$ cat src/rtl/dcir_pkg.sv
// Shared types and constants for the daisy-chain instruction relay.
`timescale 1ns / 1ps
`default_nettype none

package dcir_pkg;

    // Configuration register width and reset values
    localparam int CFG_W = 20;
    localparam logic [CFG_W-1:0] MIN_HIGH_RESET = CFG_W'(50);
    localparam logic [CFG_W-1:0] IDLE_GAP_RESET = CFG_W'(5000);

    // Configuration register indexes
    localparam logic REG_MIN_CLOCK_HIGH = 1'b0;
    localparam logic REG_IDLE_GAP       = 1'b1;

    // Item selector codes
    localparam logic [1:0] FUNC_TICK   = 2'd0;
    localparam logic [1:0] FUNC_STROBE = 2'd1;
    localparam logic [1:0] FUNC_TEST   = 2'd2;
    localparam logic [1:0] FUNC_NOP    = 2'd3;

    // One input item
    typedef struct packed {
        logic [1:0] func;
        logic [3:0] instr_bits;
    } t_item;

    // One result item
    typedef struct packed {
        logic       forwarding;
        logic       own_new;
        logic [3:0] own_bits;
        logic       out_clock;
        logic [3:0] out_bits;
    } t_result;

endpackage

`default_nettype wire

$ cat src/rtl/dcir_in_stage.sv
// Input register that holds one accepted item until the core consumes it.
`timescale 1ns / 1ps
`default_nettype none

module dcir_in_stage
    import dcir_pkg::*;
(
    input  wire logic  i_clk,
    input  wire logic  i_rst_n,
    input  wire logic  i_valid,
    output logic       o_ready,
    input  wire t_item i_item,
    input  wire logic  i_take,
    output logic       o_valid,
    output t_item      o_item
);

    logic  r_valid;
    t_item r_item;

    // Room when empty or when the held item moves on this cycle
    assign o_ready = !r_valid || i_take;

    always_ff @(posedge i_clk) begin
        if (!i_rst_n) begin
            r_valid <= 1'b0;
        end else if (o_ready) begin
            r_valid <= i_valid;
        end
    end

    // Payload register
    always_ff @(posedge i_clk) begin
        if (o_ready && i_valid) begin
            r_item <= i_item;
        end
    end

    assign o_valid = r_valid;
    assign o_item  = r_item;

endmodule

`default_nettype wire

$ cat src/rtl/dcir_core.sv
// Relay state, configuration registers and the per-item update logic.
`timescale 1ns / 1ps
`default_nettype none

module dcir_core
    import dcir_pkg::*;
#(
    parameter int TIME_BITS = 20
) (
    input  wire logic             i_clk,
    input  wire logic             i_rst_n,
    input  wire logic             i_cfg_we,
    input  wire logic             i_cfg_idx,
    input  wire logic [CFG_W-1:0] i_cfg_data,
    input  wire logic             i_go,
    input  wire t_item            i_item,
    output t_result               o_res
);

    localparam int CMP_W = (TIME_BITS > CFG_W) ? TIME_BITS : CFG_W;
    localparam logic [TIME_BITS-1:0] TIME_MAX = {TIME_BITS{1'b1}};

    logic [CFG_W-1:0]     r_min_high;
    logic [CFG_W-1:0]     r_idle_gap;
    logic                 r_fwd, n_fwd;
    logic                 r_clock_high, n_clock_high;
    logic [TIME_BITS-1:0] r_since_send, n_since_send;
    logic [TIME_BITS-1:0] r_since_read, n_since_read;
    logic [3:0]           r_out_bits, n_out_bits;
    logic [3:0]           r_own_bits, n_own_bits;
    logic                 n_own_new;

    logic [TIME_BITS-1:0] inc_send;
    logic [TIME_BITS-1:0] inc_read;
    logic                 high_done;
    logic                 gap_done;

    // Configuration writes
    always_ff @(posedge i_clk) begin
        if (!i_rst_n) begin
            r_min_high <= MIN_HIGH_RESET;
            r_idle_gap <= IDLE_GAP_RESET;
        end else if (i_cfg_we) begin
            if (i_cfg_idx == REG_MIN_CLOCK_HIGH) begin
                r_min_high <= i_cfg_data;
            end else begin
                r_idle_gap <= i_cfg_data;
            end
        end
    end

    // Saturating time counters and their timeout compares
    assign inc_send  = (r_since_send == TIME_MAX) ? r_since_send : r_since_send + 1'b1;
    assign inc_read  = (r_since_read == TIME_MAX) ? r_since_read : r_since_read + 1'b1;
    assign high_done = CMP_W'(inc_send) > CMP_W'(r_min_high);
    assign gap_done  = CMP_W'(inc_read) > CMP_W'(r_idle_gap);

    // Next state for the item at the head of the input register
    always_comb begin
        n_fwd        = r_fwd;
        n_clock_high = r_clock_high;
        n_since_send = r_since_send;
        n_since_read = r_since_read;
        n_out_bits   = r_out_bits;
        n_own_bits   = r_own_bits;
        n_own_new    = 1'b0;
        case (i_item.func)
            FUNC_TICK: begin
                n_since_send = inc_send;
                n_since_read = inc_read;
                if (r_fwd) begin
                    if (r_clock_high) begin
                        if (high_done) begin
                            n_clock_high = 1'b0;
                        end
                    end else if (gap_done) begin
                        n_fwd      = 1'b0;
                        n_out_bits = 4'd0;
                    end
                end
            end
            FUNC_STROBE: begin
                if (r_fwd) begin
                    n_out_bits   = i_item.instr_bits;
                    n_clock_high = 1'b1;
                    n_since_send = '0;
                end else begin
                    // first strobe after the idle gap is kept as our own
                    n_own_bits = i_item.instr_bits;
                    n_own_new  = 1'b1;
                    n_fwd      = 1'b1;
                end
                n_since_read = '0;
            end
            FUNC_TEST: begin
                n_fwd        = 1'b1;
                n_out_bits   = i_item.instr_bits;
                n_clock_high = 1'b1;
                n_since_send = '0;
            end
            default: begin
                // no operation: state holds
            end
        endcase
    end

    // State registers advance once per consumed item
    always_ff @(posedge i_clk) begin
        if (!i_rst_n) begin
            r_fwd        <= 1'b0;
            r_clock_high <= 1'b0;
            r_since_send <= '0;
            r_since_read <= '0;
            r_out_bits   <= 4'd0;
            r_own_bits   <= 4'd0;
        end else if (i_go) begin
            r_fwd        <= n_fwd;
            r_clock_high <= n_clock_high;
            r_since_send <= n_since_send;
            r_since_read <= n_since_read;
            r_out_bits   <= n_out_bits;
            r_own_bits   <= n_own_bits;
        end
    end

    // Result reflects the state after this item
    always_comb begin
        o_res.out_bits   = n_out_bits;
        o_res.out_clock  = n_clock_high;
        o_res.own_bits   = n_own_bits;
        o_res.own_new    = n_own_new;
        o_res.forwarding = n_fwd;
    end

    // Clock line is only raised while forwarding, and leaving drops it first
    a_clock_needs_fwd: assert property (@(posedge i_clk) disable iff (!i_rst_n)
        r_clock_high |-> r_fwd)
        else $error("output clock high outside forwarding");

    // Output data is cleared whenever not forwarding
    a_idle_out_zero: assert property (@(posedge i_clk) disable iff (!i_rst_n)
        !r_fwd |-> (r_out_bits == 4'd0))
        else $error("output data not cleared while idle");

    // A new own instruction is only latched from the idle mode
    a_own_from_idle: assert property (@(posedge i_clk) disable iff (!i_rst_n)
        (i_go && n_own_new) |-> (!r_fwd && n_fwd))
        else $error("own instruction latched while forwarding");

    // Test send always leaves the clock high and forwarding on
    a_test_drives: assert property (@(posedge i_clk) disable iff (!i_rst_n)
        (i_go && (i_item.func == FUNC_TEST)) |=> (r_clock_high && r_fwd))
        else $error("test send did not drive the chain");

endmodule

`default_nettype wire

$ cat src/rtl/dcir_out_stage.sv
// Result register that holds one result until the downstream side takes it.
`timescale 1ns / 1ps
`default_nettype none

module dcir_out_stage
    import dcir_pkg::*;
(
    input  wire logic    i_clk,
    input  wire logic    i_rst_n,
    input  wire logic    i_load,
    input  wire t_result i_res,
    input  wire logic    i_ready,
    output logic         o_valid,
    output logic         o_free,
    output t_result      o_res
);

    logic    r_valid;
    t_result r_res;

    // Free when empty or when the held result transfers this cycle
    assign o_free = !r_valid || i_ready;

    always_ff @(posedge i_clk) begin
        if (!i_rst_n) begin
            r_valid <= 1'b0;
        end else if (o_free) begin
            r_valid <= i_load;
        end
    end

    always_ff @(posedge i_clk) begin
        if (i_load) begin
            r_res <= i_res;
        end
    end

    assign o_valid = r_valid;
    assign o_res   = r_res;

endmodule

`default_nettype wire

$ cat src/rtl/daisy_chain_instruction_relay_top.sv
// Top level of the daisy-chain instruction relay node.
`timescale 1ns / 1ps
`default_nettype none

// Relay node: the first strobe after an idle gap is kept as the node's own
// instruction, later strobes are driven on to the next node with a clock
// pulse whose high time and the idle gap are counted in tick items. Each item
// gives exactly one result. Throughput is one item per clock cycle unless the
// result stream stalls; items pass the input register, the state update and
// the result register. Configuration is taken at any write enable.
module daisy_chain_instruction_relay_top
    import dcir_pkg::*;
#(
    parameter int TIME_BITS = 20
) (
    input  wire logic             i_clk,
    input  wire logic             i_rst_n,
    // configuration write port
    input  wire logic             i_cfg_we,
    input  wire logic             i_cfg_idx,
    input  wire logic [CFG_W-1:0] i_cfg_data,
    // input stream
    input  wire logic             s_axis_tvalid,
    output logic                  s_axis_tready,
    input  wire logic [7:0]       s_axis_tdata,   // [3:0] instr_bits, [7:4] zero
    input  wire logic [1:0]       s_axis_tuser,   // [1:0] func
    // result stream
    output logic                  m_axis_tvalid,
    input  wire logic             m_axis_tready,
    output logic [15:0]           m_axis_tdata    // [3:0] out_bits, [4] out_clock,
                                                  // [8:5] own_bits, [9] own_new,
                                                  // [10] forwarding, [15:11] zero
);

    t_item   in_item;
    t_item   held_item;
    logic    held_valid;
    logic    out_free;
    logic    go;
    t_result core_res;
    t_result out_res;

    assign in_item.func       = s_axis_tuser;
    assign in_item.instr_bits = s_axis_tdata[3:0];

    // Item moves through the core when the result register has room
    assign go = held_valid && out_free;

    dcir_in_stage u_in (
        .i_clk   (i_clk),
        .i_rst_n (i_rst_n),
        .i_valid (s_axis_tvalid),
        .o_ready (s_axis_tready),
        .i_item  (in_item),
        .i_take  (go),
        .o_valid (held_valid),
        .o_item  (held_item)
    );

    dcir_core #(
        .TIME_BITS (TIME_BITS)
    ) u_core (
        .i_clk      (i_clk),
        .i_rst_n    (i_rst_n),
        .i_cfg_we   (i_cfg_we),
        .i_cfg_idx  (i_cfg_idx),
        .i_cfg_data (i_cfg_data),
        .i_go       (go),
        .i_item     (held_item),
        .o_res      (core_res)
    );

    dcir_out_stage u_out (
        .i_clk   (i_clk),
        .i_rst_n (i_rst_n),
        .i_load  (go),
        .i_res   (core_res),
        .i_ready (m_axis_tready),
        .o_valid (m_axis_tvalid),
        .o_free  (out_free),
        .o_res   (out_res)
    );

    // Pack the result fields, highest first
    assign m_axis_tdata = {5'd0, out_res.forwarding, out_res.own_new, out_res.own_bits,
                           out_res.out_clock, out_res.out_bits};

endmodule

`default_nettype wire
$ cat config.mk
export PLATFORM = sky130hd
export DESIGN_NAME = daisy_chain_instruction_relay_top
export DESIGN_NICKNAME = d
export VERILOG_FILES = /design/src/rtl/dcir_pkg.sv /design/src/rtl/dcir_in_stage.sv /design/src/rtl/dcir_core.sv /design/src/rtl/dcir_out_stage.sv /design/src/rtl/daisy_chain_instruction_relay_top.sv
export SDC_FILE = /design/constraint.sdc
export NUM_CORES = 1
export LEC_CHECK = 0
export ABC_AREA = 1
export BUFFER_PORTS_ARGS = -buffer_cell sky130_fd_sc_hd__clkbuf_2
export CAP_MARGIN = 20
export CORE_UTILIZATION = 40
export DETAILED_ROUTE_END_ITERATION = 8
export GPL_TIMING_DRIVEN = 0
export SLEW_MARGIN = 10
export SYNTH_ARGS = -nofsm -noshare
export SYNTH_HDL_FRONTEND = slang
export SYNTH_SLANG_ARGS = --single-unit
$ cat constraint.sdc
create_clock -name i_clk -period 5.5 [get_ports i_clk]
set_input_delay 0.275 -clock i_clk [delete_from_list [all_inputs] [get_ports i_clk]]
set_output_delay 0.275 -clock i_clk [all_outputs]
set_load 0.05 [all_outputs]
**Word level (Yosys, flattened, before mapping)**

Index checks and enable logic that the tools add are counted.

- $add $sub $neg: 2
- Order comparisons: 2
- Equal/unequal tests: 5
- Mux-type cells: 22
- Bitwise logic cells: 1
- Reductions and logical operators: 14

Operators by type and width:

| cell | count |
|---|---|
| $mux 20 | 3 |
| $pmux 20 s3 | 1 |
| $add 20x1->20 const B | 2 |
| $eq 20x20->1 const B | 2 |
| $gt 20x20->1 | 2 |
| $pmux 20 s2 | 1 |
| $mux 4 | 6 |
| $pmux 4 s3 | 1 |
| $mux 1 | 8 |
| $reduce_and 2->1 | 3 |
| $pmux 1 s3 | 1 |
| $reduce_and 3->1 | 1 |
| $reduce_bool 3->1 | 1 |
| $eq 2x1->1 const B | 1 |
| $eq 2x2->1 const B | 1 |
| $logic_and 1x1->1 | 2 |
| $logic_not 1->1 | 2 |
| $logic_not 2->1 | 1 |
| $logic_or 1x1->1 | 2 |
| $ne 2x1->1 const B | 1 |
| $pmux 1 s2 | 1 |
| $reduce_bool 2->1 | 1 |
| $reduce_or 2->1 | 1 |
| $not 1->1 | 1 |

- Register bits: 109
- Input port bits: 36
- Output and inout bits: 18
- Logic and storage cells: 63

**Logic depth before layout (Yosys ltp)**

- Word-level depth: 7
- Gate-level depth with buffers: 24
- Mapped depth without buffers: 22

**Modules after synthesis**

From an unflattened synthesis, not the netlist that was laid out.

- Cells, all modules: 897
- Area, all modules: 6451.2 µm²

By module, submodules not included:

| module | instances | cells each | area each (µm²) | seq. area each (µm²) |
|---|---|---|---|---|
| dcir_core | 1 | 859 | 5794.3 | 1801.7 |
| dcir_out_stage | 1 | 17 | 376.6 | 350.3 |
| dcir_in_stage | 1 | 13 | 231.5 | 200.2 |
| daisy_chain_instruction_relay_top | 1 | 8 | 48.8 | 0.0 |

**Worst setup path after synthesis**

Ideal clock, no wire load.

- Path type: reg2reg
- Start: register u_core.r_since_read[0]
- End: register u_out.r_res, in the netlist u_out.o_res[0] (data pin)
- Setup time: 0.251 ns
- Arrival: 2.397 ns
- Data required time: 5.249 ns
- Slack: 2.852 ns
- Stages on the path, launching flop included: 22
- Buffers on the path: 0
- Clock period less this slack: 2.648 ns
- Cell sequence: dfxtp_1 ha_1 nand2_1 nor2_2 nand2_1 nor2_2 nand2_1 nand3_1 nor2_1 xor2_1 ha_1 nand2_1 nor2_1 nand2_1 nor2_1 nand2_1 nand3_1 nand3_1 nand2_1 nand2_1 nand2_1 inv_1

RTL lines:

| what | RTL line | text |
|---|---|---|
| start, declared | dcir_core.sv:28 | `logic [TIME_BITS-1:0] r_since_read, n_since_read;` |
| start signal, assigned | dcir_core.sv:120 | `r_since_read <= n_since_read;` |
| end signal, assigned | dcir_out_stage.sv:34 | `r_res <= i_res;` |
| end, declared | dcir_out_stage.sv:19 | `t_result r_res;` |

==> reports/metrics.cfg <==
[sta]
timing.hold.ws_ps=90.07
fmax_ghz=0.3021
finalClockSkew_ps=6.531
finalSetupTns_ps=0
hold_viol=0
rsz0062_at_grt=false
slew_violations=0
finalSetupViolations=0
relSlewSlack=0.3228
worst_slack_ps=2190
min_period_ps=3310
min_period_over_period=0.6019
worstMarginPinSlew_ps=1016

[cts]
clkSinkCount=109
cts_buffers=9
clock_latency_ps=360
cts_tree=yes
cts_root_buf=clkbuf_16
cts_hold_buf=0
post-cts-setup-buffer-count=0
h-tree-depth=3
cts_resized=0
clockBufferDepth=2
clk_pin_slew_worst_paths_ps=70

[status]
status=completed

[placed_design]
place_ws_ps=2229
port_buffers=43
dpl.hpwl_mm=11.94
place_area_um2=6895
routabilityCongestion=0.9001

[synth]
synth_top_flop_cell=dfxtp_1
synth_edf_count=17
avgSynthCellArea_um2=7.324
syn_area_um2=6401
yosysUniqueCellTypes=42
synth_warnings=0
yosysSeqAreaShare=0.3675
synthArstFlopShare=0
synthCells=874
synth-seq-cells=109

[grt]
antenna_found_initial=0
grt_pass1_vias=5030
grt_overflow=0
grt_max_degree=21
track_usage=0.1948
grt_pass1_wl_mm=24.80

[die]
num_io_pins=54
start_util=0.4149
fp.dieArea_um2=16510
chipWidth_um=128.5
core_um2=15430
num_rows=45
die_h_um=128.5

[hold_path]
hold_path_class=in2reg

[route]
route.detailed.drc=0
vias=5537
wl_per_cell_um=13.30
antenna_left=0
dr.pass1.iters=5
avgViaCountPerCell=4.823
drt_wl_total_mm=15.27
drt-initial-drc-count=261

[final_layout]
diodes=0
layout_common_cells=230 x nand2_1, 113 x inv_1, 92 x dfxtp_1
drive_gt1_frac=0.1238
fin_util=0.4653
nets=1014
finalInstanceArea_um2=7178
areaGrowthSynthToFinish_pct=12.14
final_common_cell=nand2_1

[pwr]
p_leak_nw=3.186
p_per_area_nw_per_um2=236.0
power_switching_uw=476.9
clock_power_share=0.377
peakVddDrop_mv=0.1807
p_seq_frac=0.506
p_int_mw=1.217
p_comb_frac=0.117
swShare=0.2815

[run]
maxCapViolations=0

[worst_setup_path]
cp-start-kind=flip-flop
arrival_ps=3430
criticalPathCategory=reg2reg
required_ps=5620
end_kind=flip-flop
crit_fanout=10

-- sequential cells by signal, indices dropped and copies added, names as in the netlist --
name                 count
u_core.r_min_high       20
u_core.r_idle_gap       20
u_core.r_since_read     20
u_in.o_valid             1
u_core.r_fwd             1
u_core.r_since_send     20
u_core.r_own_bits        4
u_out.o_valid            1
u_out.o_res             11
u_core.r_clock_high      1
u_core.r_out_bits        4
u_in.o_item              6
-- logic make-up (layout without fill, tap and decap cells) --
family                     count (synthesis)  after routing  share of synthesized area
and+or+nand+nor                          359            359                     0.2471
AOI/OAI and AO/OA                        174            174                     0.1503
buffers and inverters                    153            212                    0.09949
DFF                                      109            109                     0.3675
adders and majority gates                 46             46                    0.08991
xor gates and xnor gates                  31             31                    0.04359
other                                      1              5                  0.0005858
muxes                                      1              1                   0.001564
-- cell usage after synthesis (2+ instances only) --
cell / count / share of area
a211oi_1: 4 / 0.0047
a21o_1: 2 / 0.0023
a21oi_1: 86 / 0.067
a21oi_2: 10 / 0.014
a221oi_1: 4 / 0.0055
buf_2: 4 / 0.0031
buf_4: 5 / 0.0059
buf_6: 3 / 0.0053
clkbuf_1: 25 / 0.015
dfxtp_1: 92 / 0.29
edfxtp_1: 17 / 0.080
ha_1: 46 / 0.090
inv_1: 113 / 0.066
nand2_1: 230 / 0.13
nand2_2: 14 / 0.014
nand2_4: 10 / 0.018
nand3_1: 22 / 0.017
nand4_1: 7 / 0.0068
nor2_1: 52 / 0.030
nor2_2: 3 / 0.0029
nor3_1: 9 / 0.0070
nor4_1: 5 / 0.0049
o211ai_1: 8 / 0.0094
o21ai_0: 57 / 0.045
xnor2_1: 7 / 0.0096
xor2_1: 23 / 0.031
-- power by group through the flow --
stage | clock (mW) | combinational, mW | sequential, mW
after floorplan | 0 | 0.124 | 0.891
after global placement | 0 | 0.197 | 0.876
after detailed placement | 0 | 0.199 | 0.876
after CTS | 0.657 | 0.200 | 0.857
after global routing | 0.683 | 0.226 | 0.861
final | 0.638 | 0.199 | 0.858
-- metal layers --
layer  global-route usage  share of wire  up-vias
li1                     -              -     2929
met1               0.2780           0.51     2473
met2               0.2948           0.42      117
met3              0.03368          0.044       18
met4              0.06851          0.020        0
met5                    0              0        -
-- per-stage QoR --
step	power, mW	std cells
6_report	1.694	1148
5_1_grt	1.771	1148
4_1_cts	1.715	1148
3_5_place_dp	1.075	1132
3_3_place_gp	1.072	1132
2_1_floorplan	1.015	878
-- worst paths after layout --
path                                                          start  depth (start not counted)                           endpoint  slack, ps
worst min-delay path                                s_axis_tuser[0]                          1           u_in.o_item[4]$_DFFE_PP_         90
worst max register to register  u_core.r_since_read[0]$_SDFFE_PN0P_                         21           u_out.o_res[2]$_DFFE_PP_       2190
worst min register to register    u_core.r_own_bits[2]$_SDFFE_PN0P_                          2  u_core.r_own_bits[2]$_SDFFE_PN0P_        460
worst max-delay path            u_core.r_since_read[0]$_SDFFE_PN0P_                         21           u_out.o_res[2]$_DFFE_PP_       2190
-- critical path: stages, from the launching register on --
cell and delay, ps:
dfxtp_1 420, ha_1 190, nand2_1 110, nor2_2 210
nand2_1 110, nor2_2 160, nand2_1 140, buf_6 180
buf_2 190, nand2_1 110, ha_1 140, nand2_1 70
nor2_1 150, nand2_1 70, nor2_1 150, nand2_1 70
nand3_1 120, nand3_1 180, nand2_1 130, nand2_1 50
nand2_1 80, inv_1 40
-- area by class of cell --
cell class,instances,area (um2)
inverters,115,431.7
well taps,211,264.0
clock inverters,7,57.56
multi-input cells,616,3427
plain buffers,38,205.2
fillers,1655,8249
flip-flops and latches,109,2352
clock buffers,9,225.2
repair buffers,43,215.2
No activity file was read; power rests on OpenSTA's default activity.
